## src/sv/dts_pkg.sv

```systemverilog
// shared types, constants and codes for the depth-first topological sort block
package dts_pkg;

  // vertex numbering is fixed by the 6-bit vertex fields
  localparam int unsigned NumVerts    = 64;
  localparam int unsigned VertW       = 6;
  localparam int unsigned CntW        = 7;
  localparam int unsigned DefMaxEdges = 256;

  // request codes
  localparam logic ReqAddEdge = 1'b0;
  localparam logic ReqSort    = 1'b1;

  // register map
  localparam logic RegVertexCount = 1'b0;
  localparam logic [CntW-1:0] VertexCountReset = CntW'(NumVerts);

  // input item
  typedef struct packed {
    logic             req_type;
    logic [VertW-1:0] from_vertex;
    logic [VertW-1:0] to_vertex;
  } in_item_t;

  // result item
  typedef struct packed {
    logic [VertW-1:0] vertex;
    logic             last;
    logic             edges_dropped;
  } out_item_t;

  // controller to datapath commands
  typedef struct packed {
    logic load_edge;
    logic clear_walk;
    logic root_next;
    logic root_start;
    logic fetch;
    logic descend;
    logic skip;
    logic finish;
    logic pop_rd;
    logic pop_ld;
    logic emit_rd;
    logic emit_ld;
  } dp_cmd_t;

  // datapath to controller status
  typedef struct packed {
    logic root_done;
    logic root_visited;
    logic scan_end;
    logic edge_hit;
    logic last_level;
    logic emit_done;
    logic out_free;
  } dp_sts_t;

endpackage

```

## src/sv/dts_dp.sv

```systemverilog
// datapath: edge store, visited marks, walk and finish stacks, output register
module dts_dp #(
  parameter int unsigned MAX_EDGES = dts_pkg::DefMaxEdges
) (
  input  logic                      clk_i,
  input  logic                      rst_ni,
  input  dts_pkg::in_item_t         in_item_i,
  input  logic [dts_pkg::CntW-1:0]  vcount_i,
  input  dts_pkg::dp_cmd_t          cmd_i,
  output dts_pkg::dp_sts_t          sts_o,
  output logic                      out_valid_o,
  input  logic                      out_ready_i,
  output dts_pkg::out_item_t        out_item_o
);
  import dts_pkg::*;

  localparam int unsigned EAW = (MAX_EDGES > 1) ? $clog2(MAX_EDGES) : 1;
  localparam int unsigned ECW = $clog2(MAX_EDGES + 1);
  localparam logic [ECW-1:0] EdgeCap = ECW'(MAX_EDGES);
  localparam logic [CntW-1:0] VertCap = CntW'(NumVerts);

  // memories
  logic [2*VertW-1:0]     edge_mem [MAX_EDGES];
  logic [VertW+ECW-1:0]   walk_mem [NumVerts];
  logic [VertW-1:0]       fin_mem  [NumVerts];

  // control state
  logic [NumVerts-1:0] visited_q;
  logic [ECW-1:0]      edge_cnt_q;
  logic                drop_q;
  logic [CntW-1:0]     depth_q;
  logic [CntW-1:0]     fin_q;
  logic [CntW-1:0]     root_q;
  logic                out_valid_q;

  // payload state
  logic [VertW-1:0]     top_v_q;
  logic [ECW-1:0]       top_e_q;
  logic [2*VertW-1:0]   edge_rd_q;
  logic [VertW+ECW-1:0] walk_rd_q;
  logic [VertW-1:0]     fin_rd_q;
  out_item_t            out_item_q;

  logic [CntW-1:0]  n_eff;
  logic             edge_ok;
  logic [VertW-1:0] edge_src;
  logic [VertW-1:0] edge_tgt;
  logic [ECW-1:0]   top_e_inc;
  logic [CntW-1:0]  depth_m1;
  logic [CntW-1:0]  fin_m1;
  logic             can_push;

  // effective vertex count, clamped to capacity
  assign n_eff = (vcount_i > VertCap) ? VertCap : vcount_i;

  assign edge_ok = (edge_cnt_q < EdgeCap) &&
                   (CntW'(in_item_i.from_vertex) < n_eff) &&
                   (CntW'(in_item_i.to_vertex) < n_eff);

  assign edge_src  = edge_rd_q[2*VertW-1:VertW];
  assign edge_tgt  = edge_rd_q[VertW-1:0];
  assign top_e_inc = top_e_q + ECW'(1);
  assign depth_m1  = depth_q - CntW'(1);
  assign fin_m1    = fin_q - CntW'(1);
  assign can_push  = depth_q < VertCap;

  // edge store
  always_ff @(posedge clk_i) begin
    if (cmd_i.load_edge && edge_ok) begin
      edge_mem[edge_cnt_q[EAW-1:0]] <= {in_item_i.from_vertex, in_item_i.to_vertex};
    end
    if (cmd_i.fetch) begin
      edge_rd_q <= edge_mem[top_e_q[EAW-1:0]];
    end
  end

  // walk stack, levels below the top
  always_ff @(posedge clk_i) begin
    if (cmd_i.descend && can_push) begin
      walk_mem[depth_m1[VertW-1:0]] <= {top_v_q, top_e_inc};
    end
    if (cmd_i.pop_rd) begin
      walk_rd_q <= walk_mem[depth_m1[VertW-1:0]];
    end
  end

  // finish stack
  always_ff @(posedge clk_i) begin
    if (cmd_i.finish && (fin_q < VertCap)) begin
      fin_mem[fin_q[VertW-1:0]] <= top_v_q;
    end
    if (cmd_i.emit_rd) begin
      fin_rd_q <= fin_mem[fin_m1[VertW-1:0]];
    end
  end

  // control registers
  always_ff @(posedge clk_i or negedge rst_ni) begin
    if (!rst_ni) begin
      visited_q   <= '0;
      edge_cnt_q  <= '0;
      drop_q      <= 1'b0;
      depth_q     <= '0;
      fin_q       <= '0;
      root_q      <= '0;
      out_valid_q <= 1'b0;
    end else begin
      if (cmd_i.load_edge) begin
        if (edge_ok) begin
          edge_cnt_q <= edge_cnt_q + ECW'(1);
        end else begin
          drop_q <= 1'b1;
        end
      end
      if (cmd_i.clear_walk) begin
        visited_q <= '0;
        root_q    <= '0;
        fin_q     <= '0;
      end
      if (cmd_i.root_next) begin
        root_q <= root_q + CntW'(1);
      end
      if (cmd_i.root_start) begin
        visited_q[root_q[VertW-1:0]] <= 1'b1;
        depth_q <= CntW'(1);
      end
      if (cmd_i.descend) begin
        visited_q[edge_tgt] <= 1'b1;
        if (can_push) begin
          depth_q <= depth_q + CntW'(1);
        end
      end
      if (cmd_i.finish) begin
        depth_q <= depth_m1;
        if (fin_q < VertCap) begin
          fin_q <= fin_q + CntW'(1);
        end
      end
      if (cmd_i.emit_rd) begin
        fin_q <= fin_m1;
      end
      if (cmd_i.emit_ld) begin
        out_valid_q <= 1'b1;
      end else if (out_ready_i) begin
        out_valid_q <= 1'b0;
      end
    end
  end

  // top of walk stack and output item
  always_ff @(posedge clk_i) begin
    if (cmd_i.root_start) begin
      top_v_q <= root_q[VertW-1:0];
      top_e_q <= '0;
    end
    if (cmd_i.descend) begin
      if (can_push) begin
        top_v_q <= edge_tgt;
        top_e_q <= '0;
      end else begin
        top_e_q <= top_e_inc;
      end
    end
    if (cmd_i.skip) begin
      top_e_q <= top_e_inc;
    end
    if (cmd_i.pop_ld) begin
      top_v_q <= walk_rd_q[VertW+ECW-1:ECW];
      top_e_q <= walk_rd_q[ECW-1:0];
    end
    if (cmd_i.emit_ld) begin
      out_item_q.vertex        <= fin_rd_q;
      out_item_q.last          <= (fin_q == '0);
      out_item_q.edges_dropped <= drop_q;
    end
  end

  // status back to the controller
  assign sts_o.root_done    = root_q >= n_eff;
  assign sts_o.root_visited = visited_q[root_q[VertW-1:0]];
  assign sts_o.scan_end     = top_e_q >= edge_cnt_q;
  assign sts_o.edge_hit     = (edge_src == top_v_q) && (CntW'(edge_tgt) < n_eff) &&
                              !visited_q[edge_tgt];
  assign sts_o.last_level   = depth_q == CntW'(1);
  assign sts_o.emit_done    = fin_q == '0;
  assign sts_o.out_free     = !out_valid_q || out_ready_i;

  assign out_valid_o = out_valid_q;
  assign out_item_o  = out_item_q;

  // checks
  a_depth_bound: assert property (@(posedge clk_i) disable iff (!rst_ni)
    depth_q <= VertCap) else $error("walk depth beyond vertex capacity");
  a_fin_bound: assert property (@(posedge clk_i) disable iff (!rst_ni)
    fin_q <= VertCap) else $error("finish count beyond vertex capacity");
  a_edge_bound: assert property (@(posedge clk_i) disable iff (!rst_ni)
    edge_cnt_q <= EdgeCap) else $error("edge count beyond capacity");
  a_emit_free: assert property (@(posedge clk_i) disable iff (!rst_ni)
    cmd_i.emit_ld |-> (!out_valid_q || out_ready_i))
    else $error("output register overwritten");
  a_descend_mark: assert property (@(posedge clk_i) disable iff (!rst_ni)
    cmd_i.descend |=> visited_q[$past(edge_tgt)])
    else $error("descended vertex not marked visited");

endmodule

```

## src/sv/dts_ctrl.sv

```systemverilog
// controller: sequences edge loads, the depth-first walk and the emit phase
module dts_ctrl (
  input  logic              clk_i,
  input  logic              rst_ni,
  input  logic              in_valid_i,
  input  logic              in_req_i,
  output logic              in_ready_o,
  input  dts_pkg::dp_sts_t  sts_i,
  output dts_pkg::dp_cmd_t  cmd_o
);
  import dts_pkg::*;

  localparam logic [2:0] StIdle  = 3'd0;
  localparam logic [2:0] StRoot  = 3'd1;
  localparam logic [2:0] StFetch = 3'd2;
  localparam logic [2:0] StTest  = 3'd3;
  localparam logic [2:0] StPopRd = 3'd4;
  localparam logic [2:0] StPopLd = 3'd5;
  localparam logic [2:0] StEmRd  = 3'd6;
  localparam logic [2:0] StEmWr  = 3'd7;

  logic [2:0] state_q, state_d;
  logic       in_acc;

  assign in_ready_o = (state_q == StIdle);
  assign in_acc     = in_valid_i && in_ready_o;

  // next state and commands
  always_comb begin
    state_d = state_q;
    cmd_o   = '0;
    unique case (state_q)
      StIdle: begin
        if (in_acc) begin
          if (in_req_i == ReqSort) begin
            cmd_o.clear_walk = 1'b1;
            state_d          = StRoot;
          end else begin
            cmd_o.load_edge = 1'b1;
          end
        end
      end
      StRoot: begin
        if (sts_i.root_done) begin
          state_d = StEmRd;
        end else if (sts_i.root_visited) begin
          cmd_o.root_next = 1'b1;
        end else begin
          cmd_o.root_start = 1'b1;
          state_d          = StFetch;
        end
      end
      StFetch: begin
        if (sts_i.scan_end) begin
          cmd_o.finish = 1'b1;
          state_d      = sts_i.last_level ? StRoot : StPopRd;
        end else begin
          cmd_o.fetch = 1'b1;
          state_d     = StTest;
        end
      end
      StTest: begin
        if (sts_i.edge_hit) begin
          cmd_o.descend = 1'b1;
        end else begin
          cmd_o.skip = 1'b1;
        end
        state_d = StFetch;
      end
      StPopRd: begin
        cmd_o.pop_rd = 1'b1;
        state_d      = StPopLd;
      end
      StPopLd: begin
        cmd_o.pop_ld = 1'b1;
        state_d      = StFetch;
      end
      StEmRd: begin
        if (sts_i.emit_done) begin
          state_d = StIdle;
        end else begin
          cmd_o.emit_rd = 1'b1;
          state_d       = StEmWr;
        end
      end
      StEmWr: begin
        if (sts_i.out_free) begin
          cmd_o.emit_ld = 1'b1;
          state_d       = StEmRd;
        end
      end
      default: state_d = StIdle;
    endcase
  end

  // state register
  always_ff @(posedge clk_i or negedge rst_ni) begin
    if (!rst_ni) begin
      state_q <= StIdle;
    end else begin
      state_q <= state_d;
    end
  end

  // checks
  a_load_idle: assert property (@(posedge clk_i) disable iff (!rst_ni)
    cmd_o.load_edge |-> (state_q == StIdle))
    else $error("edge load outside idle");
  a_pop_follows: assert property (@(posedge clk_i) disable iff (!rst_ni)
    cmd_o.pop_rd |=> cmd_o.pop_ld) else $error("pop read not followed by load");
  a_emit_pair: assert property (@(posedge clk_i) disable iff (!rst_ni)
    cmd_o.emit_rd |=> (state_q == StEmWr)) else $error("emit read lost");

endmodule

```

## src/sv/dfs_topological_sort.sv

```systemverilog
// top level: depth-first topological sort with apb vertex count register
// add-edge item: accepted back to back while idle; no result
// sort item: roots are scanned in order, each unvisited root starts a walk, stored edges
//   are tested through one edge store read port (each stored edge tested once per visited
//   vertex), finished vertices pop the stack, then result items go out as the output frees
// reset: edge count, drop flag and visited marks clear, vertex count reads 64
module dfs_topological_sort #(
  parameter int unsigned MAX_EDGES = dts_pkg::DefMaxEdges
) (
  input  logic               clk_i,
  input  logic               rst_ni,
  input  logic               in_valid_i,
  output logic               in_ready_o,
  input  dts_pkg::in_item_t  in_item_i,
  output logic               out_valid_o,
  input  logic               out_ready_i,
  output dts_pkg::out_item_t out_item_o,
  input  logic               psel,
  input  logic               penable,
  input  logic               pwrite,
  input  logic [2:0]         paddr,
  input  logic [31:0]        pwdata,
  output logic [31:0]        prdata,
  output logic               pready
);
  import dts_pkg::*;

  logic [CntW-1:0] vcount_q;
  logic            reg_sel;
  dp_cmd_t         cmd;
  dp_sts_t         sts;

  assign pready  = 1'b1;
  assign reg_sel = (paddr[2] == RegVertexCount);

  // vertex count register
  always_ff @(posedge clk_i or negedge rst_ni) begin
    if (!rst_ni) begin
      vcount_q <= VertexCountReset;
    end else if (psel && penable && pwrite && pready && reg_sel) begin
      vcount_q <= pwdata[CntW-1:0];
    end
  end

  // register read
  assign prdata = reg_sel ? {{(32-CntW){1'b0}}, vcount_q} : '0;

  dts_ctrl u_ctrl (
    .clk_i      (clk_i),
    .rst_ni     (rst_ni),
    .in_valid_i (in_valid_i),
    .in_req_i   (in_item_i.req_type),
    .in_ready_o (in_ready_o),
    .sts_i      (sts),
    .cmd_o      (cmd)
  );

  dts_dp #(
    .MAX_EDGES (MAX_EDGES)
  ) u_dp (
    .clk_i       (clk_i),
    .rst_ni      (rst_ni),
    .in_item_i   (in_item_i),
    .vcount_i    (vcount_q),
    .cmd_i       (cmd),
    .sts_o       (sts),
    .out_valid_o (out_valid_o),
    .out_ready_i (out_ready_i),
    .out_item_o  (out_item_o)
  );

endmodule
```

## config.mk

```make
export PLATFORM = sky130hd
export DESIGN_NAME = dfs_topological_sort
export DESIGN_NICKNAME = d
export VERILOG_FILES = /design/src/sv/dts_pkg.sv /design/src/sv/dts_dp.sv /design/src/sv/dts_ctrl.sv /design/src/sv/dfs_topological_sort.sv
export SDC_FILE = /design/constraint.sdc
export NUM_CORES = 2
export LEC_CHECK = 0
export ABC_AREA = 1
export BUFFER_PORTS_ARGS = -buffer_cell sky130_fd_sc_hd__buf_2
export CORE_MARGIN = 5
export CORE_UTILIZATION = 45
export CTS_CLUSTER_SIZE = 14
export DETAILED_ROUTE_END_ITERATION = 8
export GPL_ROUTABILITY_DRIVEN = 0
export PLACE_DENSITY_LB_ADDON = 0.08
export SYNTH_ARGS = -nofsm -noshare
export SYNTH_HDL_FRONTEND = slang
export SYNTH_MEMORY_MAX_BITS = 65536
export SYNTH_SLANG_ARGS = --single-unit
```

## constraint.sdc

```tcl
create_clock -name clk_i -period 9.5 [get_ports clk_i]
set_input_delay 1.425 -clock clk_i [delete_from_list [all_inputs] [get_ports clk_i]]
set_output_delay 1.425 -clock clk_i [all_outputs]
set_load 0.01 [all_outputs]
```

==> impl_metrics.tcl <==
set metrics [dict create \
    die_area_sq_um 419000 \
    antenna_found_initial 23 \
    drv_slew 0 \
    holdBufCountCts 0 \
    cp-startpoint "vcount_q[4]" \
    power_w 0.0629 \
    postCtsSetupBuffers 0 \
    ys_seq_elements 4578 \
    cts_tree "yes" \
    hold_viol 0 \
    final_antenna_net_count 0 \
    die_x_um 647 \
    die_y_um 647 \
    relSlewSlack_pct 9.28 \
    cts_resized 0 \
    hold_depth 2 \
    cts.sinks 4578 \
    grt_pass1_vias 111000 \
    ys.flop_type "edfxtp_1" \
    end_kind "flop" \
    finalInstanceArea_sq_um 204000 \
    postPlaceCellArea_sq_um 188000 \
    ys_types 56 \
    htreeDepth 5 \
    wire_per_inst_um 27.5 \
    whs_endpoint "u_dp.top_v_q[0]" \
    p_leak_nw 66.1 \
    drt-total-wl_um 547000 \
    clk_latency_ns 1.01 \
    async_flop_share_pct 2.32 \
    r2r_cells 13 \
    synth.avg_cell_area_sq_um 12.9 \
    max-vdd-ir-drop_v 0.000336 \
    coreArea_sq_um 405000 \
    num-nets-final 14200 \
    fillers 34700 \
    layout_common_cells "4466 x edfxtp_1, 2502 x nor2_1, 1870 x o21ai_0" \
    power_density_nw_per_um2 309 \
    hold_start "u_dp.walk_rd_q[9]" \
    startpoint_type "flop" \
    drc 0 \
    boundaryPins 98 \
    rr_endpoint "u_dp.edge_mem[144][9]" \
    synth-adder-area-share_pct 0.288 \
    critPathArrivalTime_ns 6.63 \
    cts_root_buf "clkbuf_16" \
    grt_pass1_wl_um 785000 \
    r2r-start "vcount_q[4]" \
    drt_iter0_markers 12800 \
    track_usage_pct 25.4 \
    drive_gt1_share_pct 7.80 \
    cts_max_path_buffers 4 \
    dp_hpwl_um 307000 \
    maxCapViolCount 0 \
    start_util_pct 45.1 \
    syn-cell-area_sq_um 183000 \
    min_period_ns 6.03 \
    worstMarginPinSlew_ns 1.35 \
    viasPerCell 5.85 \
    io_buffers 44 \
    synth_cells 14200 \
    synth-compound-area-share_pct 10.5 \
    synthMuxAreaShare_pct 0.0164 \
    cts_buffers 479 \
    critPathKind "flop to flop" \
    synthSimpleGateAreaFrac_pct 11.3 \
    required_ns 10.10 \
    firstDrtPassIters 6 \
    synth_edf_count 4466 \
    rsz0062_at_grt "false" \
    rrSetupSlack_ns 3.47 \
    row_count 234 \
    vias 117000 \
    seq_area_frac_synth_pct 75.0 \
    syn2layout_area_growth_pct 11.5 \
    yosysWarningCount 0 \
    worst_clock_skew_ns 0.0497 \
    grt_overflow_total 0 \
    layout_worst_path_cycle_share_pct 63.5 \
    worstPathMaxFanout 22 \
    status "complete, no violations" \
    synth_top_family_by_area "simple AND/OR/NAND/NOR gates" \
    setup_violations 0 \
    clk_pin_slew_worst_paths_ns 0.06 \
    grt_start_max_net_pins 188 \
    synth_xor_area_share_pct 0.140 \
    hp-class "flop to flop" \
    maxClockFrequency_mhz 166 \
    layout_commonest_cell "edfxtp_1" \
    setup_tns_ns 0 \
]
-- cell families (layout without fill, tap and decap cells) --
logic type	count (synthesis)	count (layout)
other	2	38
AO/OA/AOI/OAI	3285	3285
buffers and inverters	1198	1475
AND/OR/NAND/NOR	5047	5047
flip-flops	4578	4578
adder cells (fa/ha/maj)	42	42
XOR/XNOR	27	27
multiplexers	3	3
-- cell type report --
cell class              instances  area, sq um  area share [%]
clock inverters               282         2360            1.16
inverters                     248         1000           0.491
flip-flops and latches       4578       137000            67.3
clock buffers                 601        12700            6.22
diodes                         12         30.0          0.0148
well taps                    5428         6790            3.34
repair buffers                344         2910            1.43
multi-input cells            8430        40800            20.1
-- cells in the mapped netlist (3+ instances only) --
cell type  instances  share of area, %
a31oi_1            4             0.014
xor2_1            23              0.11
nand2_1         1699               3.5
buf_6             11             0.068
nand2_2           10             0.034
buf_1             62              0.13
a22o_1            25              0.12
nor3_1            29             0.080
a221oi_1         133              0.64
inv_2             29             0.060
inv_1            210              0.43
clkbuf_1         605               1.2
nand3_1          631               1.7
o22ai_1          447               1.5
ha_1              42              0.29
inv_4              3             0.010
nand4_2            3             0.021
nand4_1          106              0.36
o21ai_1           36             0.099
buf_2            221              0.61
nand3_2            4             0.022
nor2_4             7             0.043
edfxtp_1        4466                73
a21oi_1          213              0.58
nand4_4           11              0.13
mux2i_1            3             0.016
o211ai_1         364               1.5
nor3_4             8             0.071
nor3_2             8             0.044
clkinv_1           6             0.012
o2111ai_1          4             0.019
o21ai_0         1870               5.1
buf_4             51              0.21
xnor2_1            3             0.014
dfxtp_1            6             0.066
o31ai_1            6             0.025
o221ai_1         172              0.83
dfrtp_1          105               1.4
nor2_2            15             0.051
nor2_1          2508               5.2
-- worst max-delay path by stage --
stage / end / slack (ns) / cells after the start
4_1_cts: u_dp.edge_mem[144][9] / 3.45 / 13
6_report: u_dp.edge_mem[144][9] / 3.47 / 13
2_1_floorplan: u_dp.walk_mem[13][0] / 5.30 / 11
5_1_grt: u_dp.edge_mem[144][9] / 3.30 / 13
3_5_place_dp: u_dp.edge_mem[144][9] / 2.84 / 10
3_3_place_gp: u_dp.edge_mem[144][9] / 2.88 / 10
-- where the power goes --
part	internal (W)	switching, W	leakage, nW	total (W)
Clock	0.0104	0.00768	7.34	0.0181
Combinational	0.00512	0.0159	17.0	0.0210
Sequential	0.0234	0.000445	41.7	0.0238
-- flip-flops by register name, indices dropped and copies added (netlist names), 7 cells and up --
register / cells
u_dp.edge_cnt_q: 9
u_dp.edge_rd_q: 12
u_dp.root_q: 7
u_dp.walk_rd_q: 15
u_dp.depth_q: 7
u_dp.out_item_o: 8
u_dp.fin_mem: 384
u_dp.top_e_q: 9
u_dp.visited_q: 64
u_dp.walk_mem: 960
vcount_q: 7
u_dp.fin_q: 7
u_dp.edge_mem: 3072
-- through the flow --
stage,hold slack (ns),cells,util (%),setup slack (ns)
floorplan,0.400,14200,-,5.30
global placement,0.439,19000,46.5,2.88
detailed placement,0.430,19000,46.5,2.84
CTS,0.447,19900,50.2,3.45
global route,0.452,19900,50.2,3.30
finish,0.444,19900,50.2,3.47
-- per-layer routing --
metal	up-vias	track usage, %	routed length, um
li1	52000	-	-
met1	59200	37.0	237000
met2	4550	40.1	254000
met3	721	3.70	40300
met4	0	6.96	15900
met5	-	0	0
-- worst max-delay path: stages, from the launching register on --
cell	delay, ns
dfrtp_1	0.50
nor2_1	0.15
nand4_1	0.10
nand2_1	0.16
nand2_1	0.26
ha_1	0.39
a21oi_1	0.15
o22ai_1	0.09
nor3_1	0.17
nand2_1	0.14
nor2_4	0.74
nand4_1	1.07
buf_4	0.69
nor2_1	1.01
(Power assumes the default switching activity.)
